`src/hdl/palm_zone_rejector_macros.svh`:
```
// ----------------------------------------------------------------------------
// Palm zone rejector assertion macros
// Shared concurrent assertion forms, clocked on clk_i, quiet during reset.
// ----------------------------------------------------------------------------
`ifndef PALM_ZONE_REJECTOR_MACROS_SVH
`define PALM_ZONE_REJECTOR_MACROS_SVH

// Check a property at every clock edge outside reset
`define PZR_ASSERT(lbl, prop, msg) \
  lbl: assert property (@(posedge clk_i) disable iff (!rst_ni) prop) else $error(msg);

// Check that a consequent holds in the cycle after its antecedent
`define PZR_ASSERT_NEXT(lbl, ante, cons, msg) \
  lbl: assert property (@(posedge clk_i) disable iff (!rst_ni) (ante) |=> (cons)) else $error(msg);

`endif

```
`src/hdl/pzr_pkg.sv`:
```
// ----------------------------------------------------------------------------
// Palm zone rejector package
// Field widths, register codes, reset values and channel payload types.
// ----------------------------------------------------------------------------
package pzr_pkg;

  // Heatmap grid and counter defaults
  localparam int unsigned GRID_ROWS     = 40;
  localparam int unsigned GRID_COLS     = 60;
  localparam int unsigned COUNT_MAX_DEF = 255;

  // Field widths
  localparam int unsigned COORD_W     = 6;
  localparam int unsigned SIG_W       = 16;
  localparam int unsigned AREA_W      = 12;
  localparam int unsigned SUM_W       = 27;
  localparam int unsigned FLOOR_W     = 23;
  localparam int unsigned ASPECT_W    = 14;
  localparam int unsigned REASON_W    = 3;
  localparam int unsigned COUNT_OUT_W = 8;
  localparam int unsigned SPAN_W      = COORD_W + 1;

  // Configuration port
  localparam int unsigned CFG_ADDR_W = 5;
  localparam int unsigned CFG_DATA_W = 32;

  localparam logic [SUM_W-1:0] SUM_MAX = {SUM_W{1'b1}};

  // Register reset values
  localparam logic                RST_BLOCK_ENABLED  = 1'b1;
  localparam logic [AREA_W-1:0]   RST_AREA_LIMIT     = {AREA_W{1'b1}};
  localparam logic [SUM_W-1:0]    RST_SUM_LIMIT      = SUM_MAX;
  localparam logic [AREA_W-1:0]   RST_DENS_MIN_AREA  = {AREA_W{1'b1}};
  localparam logic [FLOOR_W-1:0]  RST_DENS_FLOOR     = '0;
  localparam logic                RST_ELONG_ENABLED  = 1'b0;
  localparam logic [AREA_W-1:0]   RST_ELONG_MIN_AREA = {AREA_W{1'b1}};
  localparam logic [ASPECT_W-1:0] RST_ASPECT_LIMIT   = {ASPECT_W{1'b1}};

  // Bounding box values of an empty zone
  localparam logic [COORD_W-1:0] ROW_LOW_RST = COORD_W'(GRID_ROWS - 1);
  localparam logic [COORD_W-1:0] COL_LOW_RST = COORD_W'(GRID_COLS - 1);

  // Register indexes, word addressed on the configuration port
  typedef enum logic [2:0] {
    REG_BLOCK_ENABLED  = 3'd0,
    REG_AREA_LIMIT     = 3'd1,
    REG_SUM_LIMIT      = 3'd2,
    REG_DENS_MIN_AREA  = 3'd3,
    REG_DENS_FLOOR     = 3'd4,
    REG_ELONG_ENABLED  = 3'd5,
    REG_ELONG_MIN_AREA = 3'd6,
    REG_ASPECT_LIMIT   = 3'd7
  } reg_idx_e;

  // Reject reasons
  typedef enum logic [REASON_W-1:0] {
    RSN_KEPT      = 3'd0,
    RSN_AREA      = 3'd1,
    RSN_SUM       = 3'd2,
    RSN_DENSITY   = 3'd3,
    RSN_ELONGATED = 3'd4
  } reason_e;

  // One zone pixel request
  typedef struct packed {
    logic [COORD_W-1:0]      pixel_row;
    logic [COORD_W-1:0]      pixel_col;
    logic signed [SIG_W-1:0] pixel_signal;
    logic [AREA_W-1:0]       zone_area;
    logic                    last_pixel;
    logic                    last_zone;
  } pixel_t;

  // One zone verdict
  typedef struct packed {
    logic                   zone_rejected;
    logic [REASON_W-1:0]    reject_reason;
    logic [COUNT_OUT_W-1:0] frame_reject_count;
  } result_t;

endpackage

```
`src/hdl/pzr_if.sv`:
```
// ----------------------------------------------------------------------------
// Palm zone rejector channels
// Valid/ready interfaces for the pixel stream and the verdict stream.
// ----------------------------------------------------------------------------
interface pzr_pixel_if;
  logic            valid;
  logic            ready;
  pzr_pkg::pixel_t payload;

  modport source (output valid, output payload, input ready);
  modport sink   (input valid, input payload, output ready);
endinterface

interface pzr_result_if;
  logic             valid;
  logic             ready;
  pzr_pkg::result_t payload;

  modport source (output valid, output payload, input ready);
  modport sink   (input valid, input payload, output ready);
endinterface

```
`src/hdl/palm_zone_rejector.sv`:
```
// ----------------------------------------------------------------------------
// Palm zone rejector
// Accumulates zone pixels and judges each finished zone as palm or finger.
// ----------------------------------------------------------------------------
//  channel   | direction | handshake           | payload
//  pixel_i   | in        | valid/ready         | row, col, signal, area, last marks
//  result_o  | out       | valid/ready         | reject flag, reason, frame count
//  apb       | in        | psel/penable/pready | 8 word registers, 32-bit data
//
//  One pixel request per cycle unless a last pixel waits for the result register;
//  a verdict is judged in one pass from the input register to the result register.
//  A pending verdict stalls only a following last pixel; other pixels keep moving.
//  Reset clears the zone sum, the bounding box, the frame count and loads the
//  register defaults.
// ----------------------------------------------------------------------------
`include "palm_zone_rejector_macros.svh"

module palm_zone_rejector #(
  parameter int unsigned COUNT_MAX = pzr_pkg::COUNT_MAX_DEF
) (
  input  logic                            clk_i,
  input  logic                            rst_ni,
  pzr_pixel_if.sink                       pixel_i,
  pzr_result_if.source                    result_o,
  input  logic                            psel,
  input  logic                            penable,
  input  logic                            pwrite,
  input  logic [pzr_pkg::CFG_ADDR_W-1:0]  paddr,
  input  logic [pzr_pkg::CFG_DATA_W-1:0]  pwdata,
  output logic [pzr_pkg::CFG_DATA_W-1:0]  prdata,
  output logic                            pready
);
  import pzr_pkg::*;

  localparam int unsigned CNT_W = $clog2(COUNT_MAX + 1);

  // Configuration registers
  logic                block_enabled_q;
  logic [AREA_W-1:0]   area_limit_q;
  logic [SUM_W-1:0]    sum_limit_q;
  logic [AREA_W-1:0]   dens_min_area_q;
  logic [FLOOR_W-1:0]  dens_floor_q;
  logic                elong_enabled_q;
  logic [AREA_W-1:0]   elong_min_area_q;
  logic [ASPECT_W-1:0] aspect_limit_q;

  reg_idx_e cfg_idx;
  logic     cfg_wr;

  // Pipeline registers
  pixel_t  in_q;
  logic    in_valid_q;
  result_t out_q;
  logic    out_valid_q;

  // Zone and frame state
  logic [SUM_W-1:0]   sum_q, sum_d;
  logic [COORD_W-1:0] row_lo_q, row_lo_d, row_hi_q, row_hi_d;
  logic [COORD_W-1:0] col_lo_q, col_lo_d, col_hi_q, col_hi_d;
  logic [CNT_W-1:0]   cnt_q, cnt_d;

  logic out_free, advance, take;

  logic              sig_pos;
  logic [SUM_W:0]    sum_ext;
  logic [SPAN_W-1:0] span_w, span_h, lng, sht;
  logic [SUM_W+7:0]  dens_lhs, dens_rhs;
  logic [ASPECT_W+SPAN_W-1:0] asp_lhs, asp_rhs;
  reason_e           reason;
  logic              reject;
  logic [CNT_W+COUNT_OUT_W-1:0] cnt_ext;

  // Decode configuration requests
  assign cfg_idx = reg_idx_e'(paddr[4:2]);
  assign cfg_wr  = psel && penable && pwrite && pready;
  assign pready  = 1'b1;

  // Write configuration registers
  always_ff @(posedge clk_i or negedge rst_ni) begin
    if (!rst_ni) begin
      block_enabled_q  <= RST_BLOCK_ENABLED;
      area_limit_q     <= RST_AREA_LIMIT;
      sum_limit_q      <= RST_SUM_LIMIT;
      dens_min_area_q  <= RST_DENS_MIN_AREA;
      dens_floor_q     <= RST_DENS_FLOOR;
      elong_enabled_q  <= RST_ELONG_ENABLED;
      elong_min_area_q <= RST_ELONG_MIN_AREA;
      aspect_limit_q   <= RST_ASPECT_LIMIT;
    end else if (cfg_wr) begin
      unique case (cfg_idx)
        REG_BLOCK_ENABLED:  block_enabled_q  <= pwdata[0];
        REG_AREA_LIMIT:     area_limit_q     <= pwdata[AREA_W-1:0];
        REG_SUM_LIMIT:      sum_limit_q      <= pwdata[SUM_W-1:0];
        REG_DENS_MIN_AREA:  dens_min_area_q  <= pwdata[AREA_W-1:0];
        REG_DENS_FLOOR:     dens_floor_q     <= pwdata[FLOOR_W-1:0];
        REG_ELONG_ENABLED:  elong_enabled_q  <= pwdata[0];
        REG_ELONG_MIN_AREA: elong_min_area_q <= pwdata[AREA_W-1:0];
        REG_ASPECT_LIMIT:   aspect_limit_q   <= pwdata[ASPECT_W-1:0];
      endcase
    end
  end

  // Read back configuration registers
  always_comb begin
    unique case (cfg_idx)
      REG_BLOCK_ENABLED:  prdata = CFG_DATA_W'(block_enabled_q);
      REG_AREA_LIMIT:     prdata = CFG_DATA_W'(area_limit_q);
      REG_SUM_LIMIT:      prdata = CFG_DATA_W'(sum_limit_q);
      REG_DENS_MIN_AREA:  prdata = CFG_DATA_W'(dens_min_area_q);
      REG_DENS_FLOOR:     prdata = CFG_DATA_W'(dens_floor_q);
      REG_ELONG_ENABLED:  prdata = CFG_DATA_W'(elong_enabled_q);
      REG_ELONG_MIN_AREA: prdata = CFG_DATA_W'(elong_min_area_q);
      REG_ASPECT_LIMIT:   prdata = CFG_DATA_W'(aspect_limit_q);
    endcase
  end

  // Flow control: only a last pixel needs room in the result register
  assign out_free      = !out_valid_q || result_o.ready;
  assign advance       = in_valid_q && (!in_q.last_pixel || out_free);
  assign pixel_i.ready = !in_valid_q || advance;
  assign take          = pixel_i.valid && pixel_i.ready;

  // Hold the input request
  always_ff @(posedge clk_i or negedge rst_ni) begin
    if (!rst_ni) begin
      in_valid_q <= 1'b0;
    end else if (take) begin
      in_valid_q <= 1'b1;
    end else if (advance) begin
      in_valid_q <= 1'b0;
    end
  end

  always_ff @(posedge clk_i) begin
    if (take) begin
      in_q <= pixel_i.payload;
    end
  end

  // Accumulate positive signal, saturating
  always_comb begin
    sig_pos = !in_q.pixel_signal[SIG_W-1] && (in_q.pixel_signal != '0);
    sum_ext = {1'b0, sum_q} +
              (sig_pos ? (SUM_W+1)'(in_q.pixel_signal[SIG_W-2:0]) : '0);
    sum_d   = sum_ext[SUM_W] ? SUM_MAX : sum_ext[SUM_W-1:0];
  end

  // Grow the bounding box
  always_comb begin
    row_lo_d = (in_q.pixel_row < row_lo_q) ? in_q.pixel_row : row_lo_q;
    row_hi_d = (in_q.pixel_row > row_hi_q) ? in_q.pixel_row : row_hi_q;
    col_lo_d = (in_q.pixel_col < col_lo_q) ? in_q.pixel_col : col_lo_q;
    col_hi_d = (in_q.pixel_col > col_hi_q) ? in_q.pixel_col : col_hi_q;
  end

  // Box sides, long and short
  always_comb begin
    span_w = (col_hi_d >= col_lo_d) ?
             ({1'b0, col_hi_d} - {1'b0, col_lo_d} + SPAN_W'(1)) : SPAN_W'(1);
    span_h = (row_hi_d >= row_lo_d) ?
             ({1'b0, row_hi_d} - {1'b0, row_lo_d} + SPAN_W'(1)) : SPAN_W'(1);
    lng    = (span_w > span_h) ? span_w : span_h;
    sht    = (span_w > span_h) ? span_h : span_w;
  end

  // Density and aspect tests, multiplied through
  always_comb begin
    dens_lhs = {sum_d, 8'd0};
    dens_rhs = (SUM_W+8)'(dens_floor_q) * (SUM_W+8)'(in_q.zone_area);
    asp_lhs  = (ASPECT_W+SPAN_W)'({lng, 8'd0});
    asp_rhs  = (ASPECT_W+SPAN_W)'(aspect_limit_q) * (ASPECT_W+SPAN_W)'(sht);
  end

  // Apply the rules in order
  always_comb begin
    priority if (in_q.zone_area >= area_limit_q) begin
      reason = RSN_AREA;
    end else if (sum_d >= sum_limit_q) begin
      reason = RSN_SUM;
    end else if ((in_q.zone_area >= dens_min_area_q) && (in_q.zone_area != '0) &&
                 (dens_lhs < dens_rhs)) begin
      reason = RSN_DENSITY;
    end else if (elong_enabled_q && (in_q.zone_area >= elong_min_area_q) &&
                 (asp_lhs >= asp_rhs)) begin
      reason = RSN_ELONGATED;
    end else begin
      reason = RSN_KEPT;
    end
  end

  // Count rejections, saturating
  always_comb begin
    reject  = block_enabled_q && (reason != RSN_KEPT);
    cnt_d   = (reject && (cnt_q < CNT_W'(COUNT_MAX))) ? (cnt_q + CNT_W'(1)) : cnt_q;
    cnt_ext = {{COUNT_OUT_W{1'b0}}, cnt_d};
  end

  // Advance zone and frame state
  always_ff @(posedge clk_i or negedge rst_ni) begin
    if (!rst_ni) begin
      sum_q    <= '0;
      row_lo_q <= ROW_LOW_RST;
      row_hi_q <= '0;
      col_lo_q <= COL_LOW_RST;
      col_hi_q <= '0;
      cnt_q    <= '0;
    end else if (advance) begin
      if (in_q.last_pixel) begin
        sum_q    <= '0;
        row_lo_q <= ROW_LOW_RST;
        row_hi_q <= '0;
        col_lo_q <= COL_LOW_RST;
        col_hi_q <= '0;
        cnt_q    <= in_q.last_zone ? '0 : cnt_d;
      end else begin
        sum_q    <= sum_d;
        row_lo_q <= row_lo_d;
        row_hi_q <= row_hi_d;
        col_lo_q <= col_lo_d;
        col_hi_q <= col_hi_d;
      end
    end
  end

  // Load the verdict, drop it once taken
  always_ff @(posedge clk_i or negedge rst_ni) begin
    if (!rst_ni) begin
      out_valid_q <= 1'b0;
    end else if (advance && in_q.last_pixel) begin
      out_valid_q <= 1'b1;
    end else if (result_o.ready) begin
      out_valid_q <= 1'b0;
    end
  end

  always_ff @(posedge clk_i) begin
    if (advance && in_q.last_pixel) begin
      out_q.zone_rejected      <= reject;
      out_q.reject_reason      <= reject ? reason : RSN_KEPT;
      out_q.frame_reject_count <= cnt_ext[COUNT_OUT_W-1:0];
    end
  end

  assign result_o.valid   = out_valid_q;
  assign result_o.payload = out_q;

  // Checks
  `PZR_ASSERT(a_flag_matches_reason,
    out_valid_q |-> (out_q.zone_rejected == (out_q.reject_reason != RSN_KEPT)),
    "reject flag disagrees with reason")
  `PZR_ASSERT(a_count_bounded, cnt_q <= CNT_W'(COUNT_MAX), "frame count above maximum")
  `PZR_ASSERT(a_verdict_from_last, $rose(out_valid_q) |-> $past(advance && in_q.last_pixel),
    "verdict without a last pixel")
  `PZR_ASSERT_NEXT(a_zone_cleared, advance && in_q.last_pixel,
    sum_q == '0 && row_hi_q == '0 && col_hi_q == '0, "zone state not cleared")
  `PZR_ASSERT_NEXT(a_count_held, advance && !in_q.last_pixel, $stable(cnt_q),
    "frame count moved on an inner pixel")

endmodule

```
`src/flat_wrapper.sv`:
```
// flat-port wrapper written by rule: the top's interface ports become plain ports
module palm_zone_rejector_flat import pzr_pkg::*;
#(
  parameter int unsigned COUNT_MAX = pzr_pkg::COUNT_MAX_DEF
)
  (clk_i, rst_ni, psel, penable, pwrite, paddr, pwdata, prdata, pready, pixel_i_valid, pixel_i_payload, pixel_i_ready, result_o_valid, result_o_payload, result_o_ready);
  pzr_pixel_if pixel_i_i ();
  pzr_result_if result_o_i ();
  input  logic clk_i;
  input  logic rst_ni;
  input  logic psel;
  input  logic penable;
  input  logic pwrite;
  input  logic [pzr_pkg::CFG_ADDR_W-1:0] paddr;
  input  logic [pzr_pkg::CFG_DATA_W-1:0] pwdata;
  output logic [pzr_pkg::CFG_DATA_W-1:0] prdata;
  output logic pready;
  input wire logic [$bits(pixel_i_i.valid)-1:0] pixel_i_valid;
  input wire logic [$bits(pixel_i_i.payload)-1:0] pixel_i_payload;
  output wire logic [$bits(pixel_i_i.ready)-1:0] pixel_i_ready;
  output wire logic [$bits(result_o_i.valid)-1:0] result_o_valid;
  output wire logic [$bits(result_o_i.payload)-1:0] result_o_payload;
  input wire logic [$bits(result_o_i.ready)-1:0] result_o_ready;
  assign pixel_i_i.valid = pixel_i_valid;
  assign pixel_i_i.payload = pixel_i_payload;
  assign pixel_i_ready = pixel_i_i.ready;
  assign result_o_valid = result_o_i.valid;
  assign result_o_payload = result_o_i.payload;
  assign result_o_i.ready = result_o_ready;
  palm_zone_rejector #(.COUNT_MAX(COUNT_MAX)) u_core (.clk_i(clk_i), .rst_ni(rst_ni), .pixel_i(pixel_i_i), .result_o(result_o_i), .psel(psel), .penable(penable), .pwrite(pwrite), .paddr(paddr), .pwdata(pwdata), .prdata(prdata), .pready(pready));
endmodule
```
`config.mk`:
```
export PLATFORM = sky130hd
export DESIGN_NAME = palm_zone_rejector_flat
export DESIGN_NICKNAME = d
export VERILOG_FILES = /design/src/hdl/pzr_pkg.sv /design/src/hdl/pzr_if.sv /design/src/hdl/palm_zone_rejector.sv /design/src/flat_wrapper.sv
export VERILOG_INCLUDE_DIRS = /design/src /design/src/hdl
export SDC_FILE = /design/constraint.sdc
export NUM_CORES = 1
export LEC_CHECK = 0
export ABC_AREA = 1
export BUFFER_PORTS_ARGS = -buffer_cell sky130_fd_sc_hd__buf_2
export CAP_MARGIN = 25
export CORE_MARGIN = 2
export CORE_UTILIZATION = 43
export CTS_CLUSTER_DIAMETER = 200
export DETAILED_ROUTE_END_ITERATION = 6
export SLEW_MARGIN = 10
export SYNTH_ARGS = -nofsm -noshare
export SYNTH_HDL_FRONTEND = slang
export SYNTH_SLANG_ARGS = --single-unit
```
`constraint.sdc`:
```
create_clock -name clk_i -period 13.5 [get_ports clk_i]
set_input_delay 2.7 -clock clk_i [delete_from_list [all_inputs] [get_ports clk_i]]
set_output_delay 2.7 -clock clk_i [all_outputs]
set_load 0.01 [all_outputs]
```
==> results_dict.tcl <==
set metrics [dict create \
    setup_viol 0 \
    hp-class "flop to flop" \
    crit_slowest_cell "o211ai_1" \
    tns_ns 0 \
    syn2layout_area_growth_pct 8.54 \
    r2r_start "u_core.col_lo_q[5]" \
    hold_start "u_core.area_limit_q[1]" \
    post-route-util_pct 47.0 \
    ys_seq_area_share_pct 22.4 \
    min_period_ns 10.71 \
    core_mm2 0.0600 \
    grt_max_degree 61 \
    clk_latency_ns 0.54 \
    drt_iter0_drc 1260 \
    worstPathMaxFanout 12 \
    cts_tree "built" \
    slowest_delay_ns 0.71 \
    fmax_ghz 0.0933 \
    rows 90 \
    wl_per_cell_um 16.5 \
    grt_pass1_wl_mm 113 \
    start_util_pct 43.3 \
    netlist_area_mm2 0.0260 \
    cts.sinks 217 \
    pre_cts_slack_ns 2.70 \
    antenna_left 0 \
    ys_types 56 \
    period_share_pct 79.4 \
    drive_gt1_share_pct 9.65 \
    path_common_cell "nand2_1" \
    first_pass_iters 5 \
    cts-root-buf "clkbuf_16" \
    hold_violations 0 \
    antenna_found_initial 0 \
    timing.final.ws_setup_ns 2.79 \
    track_usage_pct 22.6 \
    maxCapViolCount 0 \
    die_h_um 250 \
    overflow 0 \
    cp-start-kind "flop" \
    layout_common_cells "813 x nand2_1, 654 x inv_1, 280 x ha_1, 276 x fa_1, 238 x nor2_1" \
    crit_path_start "u_core.col_lo_q[5]" \
    cts_resized 0 \
    status "completed" \
    htreeDepth 1 \
    netlist_instances 3318 \
    path_clk_slew_ns 0.07 \
    worstMarginPinSlew_ns 1.09 \
    hold_buffers 0 \
    slew_headroom_pct 27.2 \
    route.detailed.drc 0 \
    fillerInstances 5987 \
    vias 21100 \
    synth-seq-cells 217 \
    drv_slew 0 \
    mostFrequentLayoutCell "nand2_1" \
    via_per_inst 5.03 \
    wirelength_mm 69.2 \
    numCtsBuffers 24 \
    avgSynthCellArea_um2 7.83 \
    rsz0062_at_grt "false" \
    end_kind "flop" \
    skew_ns 0.0145 \
    grt_pass1_vias 21300 \
    critPathRequiredTime_ns 13.79 \
    antenna_cells 0 \
    post_cts_buffers 0 \
    dieWidth_um 250 \
    ioPinCount 133 \
    crit_arrival_ns 11.00 \
    crit_type "flop to flop" \
    fin_nets 4033 \
    place_hpwl_mm 55.8 \
    cts.path.max_buffers 3 \
    numPortBuffers 119 \
    die_area_mm2 0.0624 \
    async_reset_ff_share_pct 75.1 \
    synth_ff_type "dfstp_2" \
    yosysWarnings 0 \
    synth-edff-count 54 \
    place_congestion 0.901 \
]
==> metal layers <==
metal / part of all wire [%] / routed length [um] / track usage (%)
met1: 45 / 31300 / 30.8
met2: 47 / 32600 / 37.6
met3: 4.2 / 2890 / 2.23
met4: 3.5 / 2460 / 8.12
met5: 0 / 0 / 0
==> state kept, by name (all words and copies together), names as in the netlist, 14 cells and up <==
signal                 count
u_core.sum_limit_q        27
u_core.aspect_limit_q     14
u_core.dens_floor_q       23
u_core.in_q               42
u_core.sum_q              27
==> logic make-up after synthesis <==
logic type / count (synthesis) / share of synthesized area [%]
compound gates: 459 / 9.80
xor+xnor: 59 / 1.99
fa+ha+maj: 556 / 34.8
buf+inv: 772 / 11.3
flops: 217 / 22.4
other cells: 2 / 0.0289
simple gates: 1253 / 19.8
==> worst max-delay path, delay by kind of cell (launching register included) <==
family          cells  cell delay (ns)
fa+ha+maj          10             4.01
xor+xnor            1             0.23
flops               1             0.53
buf+inv             7             0.52
compound gates      8             1.86
simple gates       31             3.27
==> final timing paths <==
path / cells past startpoint / slack, ns / endpoint
worst max register to register: 57 / 2.79 / u_core.result_o.payload[0]
max in group asynchronous: 3 / 9.50 / u_core.cnt_q[6]
worst max-delay path: 57 / 2.79 / u_core.result_o.payload[0]
worst min register to register: 2 / 0.49 / u_core.area_limit_q[1]
worst min-delay path: 2 / 0.49 / u_core.area_limit_q[1]
min in group asynchronous: 1 / 2.14 / u_core.row_hi_q[0]
==> metrics by stage <==
stage | area, um2 | instances | hold slack, ns
CTS | 28200 | 4189 | 0.491
global route | 28200 | 4191 | 0.501
floorplan | 26000 | 3322 | 0.459
global placement | 27300 | 4144 | 0.474
finish | 28200 | 4191 | 0.488
detailed placement | 27400 | 4145 | 0.481
==> cells in the mapped netlist (3+ instances only) <==
| cell | number | area share (%) |
|---|---|---|
| buf_2 | 3 | 0.058 |
| nand2_2 | 19 | 0.46 |
| o2111ai_1 | 4 | 0.13 |
| a21boi_0 | 4 | 0.12 |
| nor2_1 | 239 | 3.5 |
| ha_1 | 280 | 13 |
| o221ai_1 | 9 | 0.30 |
| fa_1 | 276 | 21 |
| nand3_2 | 5 | 0.19 |
| nand3b_1 | 5 | 0.14 |
| buf_4 | 7 | 0.20 |
| clkbuf_1 | 94 | 1.4 |
| a21o_1 | 6 | 0.17 |
| inv_1 | 655 | 9.5 |
| and2_1 | 3 | 0.072 |
| a211o_1 | 3 | 0.10 |
| or2_2 | 3 | 0.072 |
| o21bai_1 | 7 | 0.20 |
| a21oi_1 | 137 | 2.6 |
| inv_2 | 9 | 0.13 |
| xor2_1 | 33 | 1.1 |
| nor4_1 | 12 | 0.29 |
| nor2_2 | 7 | 0.17 |
| nand2_1 | 814 | 12 |
| a31oi_1 | 6 | 0.14 |
| nand4_1 | 36 | 0.87 |
| o31ai_1 | 3 | 0.087 |
| o211ai_1 | 6 | 0.17 |
| o21a_1 | 5 | 0.14 |
| xnor2_1 | 26 | 0.88 |
| a221oi_1 | 9 | 0.30 |
| dfstp_2 | 87 | 8.8 |
| o21ai_0 | 218 | 4.2 |
| o22ai_1 | 23 | 0.55 |
| a21oi_2 | 5 | 0.17 |
| nor3_1 | 22 | 0.42 |
| nand3_1 | 79 | 1.5 |
| edfxtp_1 | 54 | 6.2 |
| o21ai_1 | 7 | 0.13 |
| dfrtp_1 | 76 | 7.3 |
==> cell type report <==
type | count | area, um2 | area share (%)
clock buffers | 36 | 708 | 2.51
clock inverters | 8 | 96.3 | 0.342
inverters | 666 | 2500 | 8.87
multi-input cells | 2333 | 17300 | 61.2
flip-flops and latches | 217 | 5810 | 20.6
well taps | 782 | 978 | 3.47
repair buffers | 149 | 852 | 3.02
Power is not shown: default switching activity piles up to over one toggle a cycle in this logic, so the estimate is an artifact.
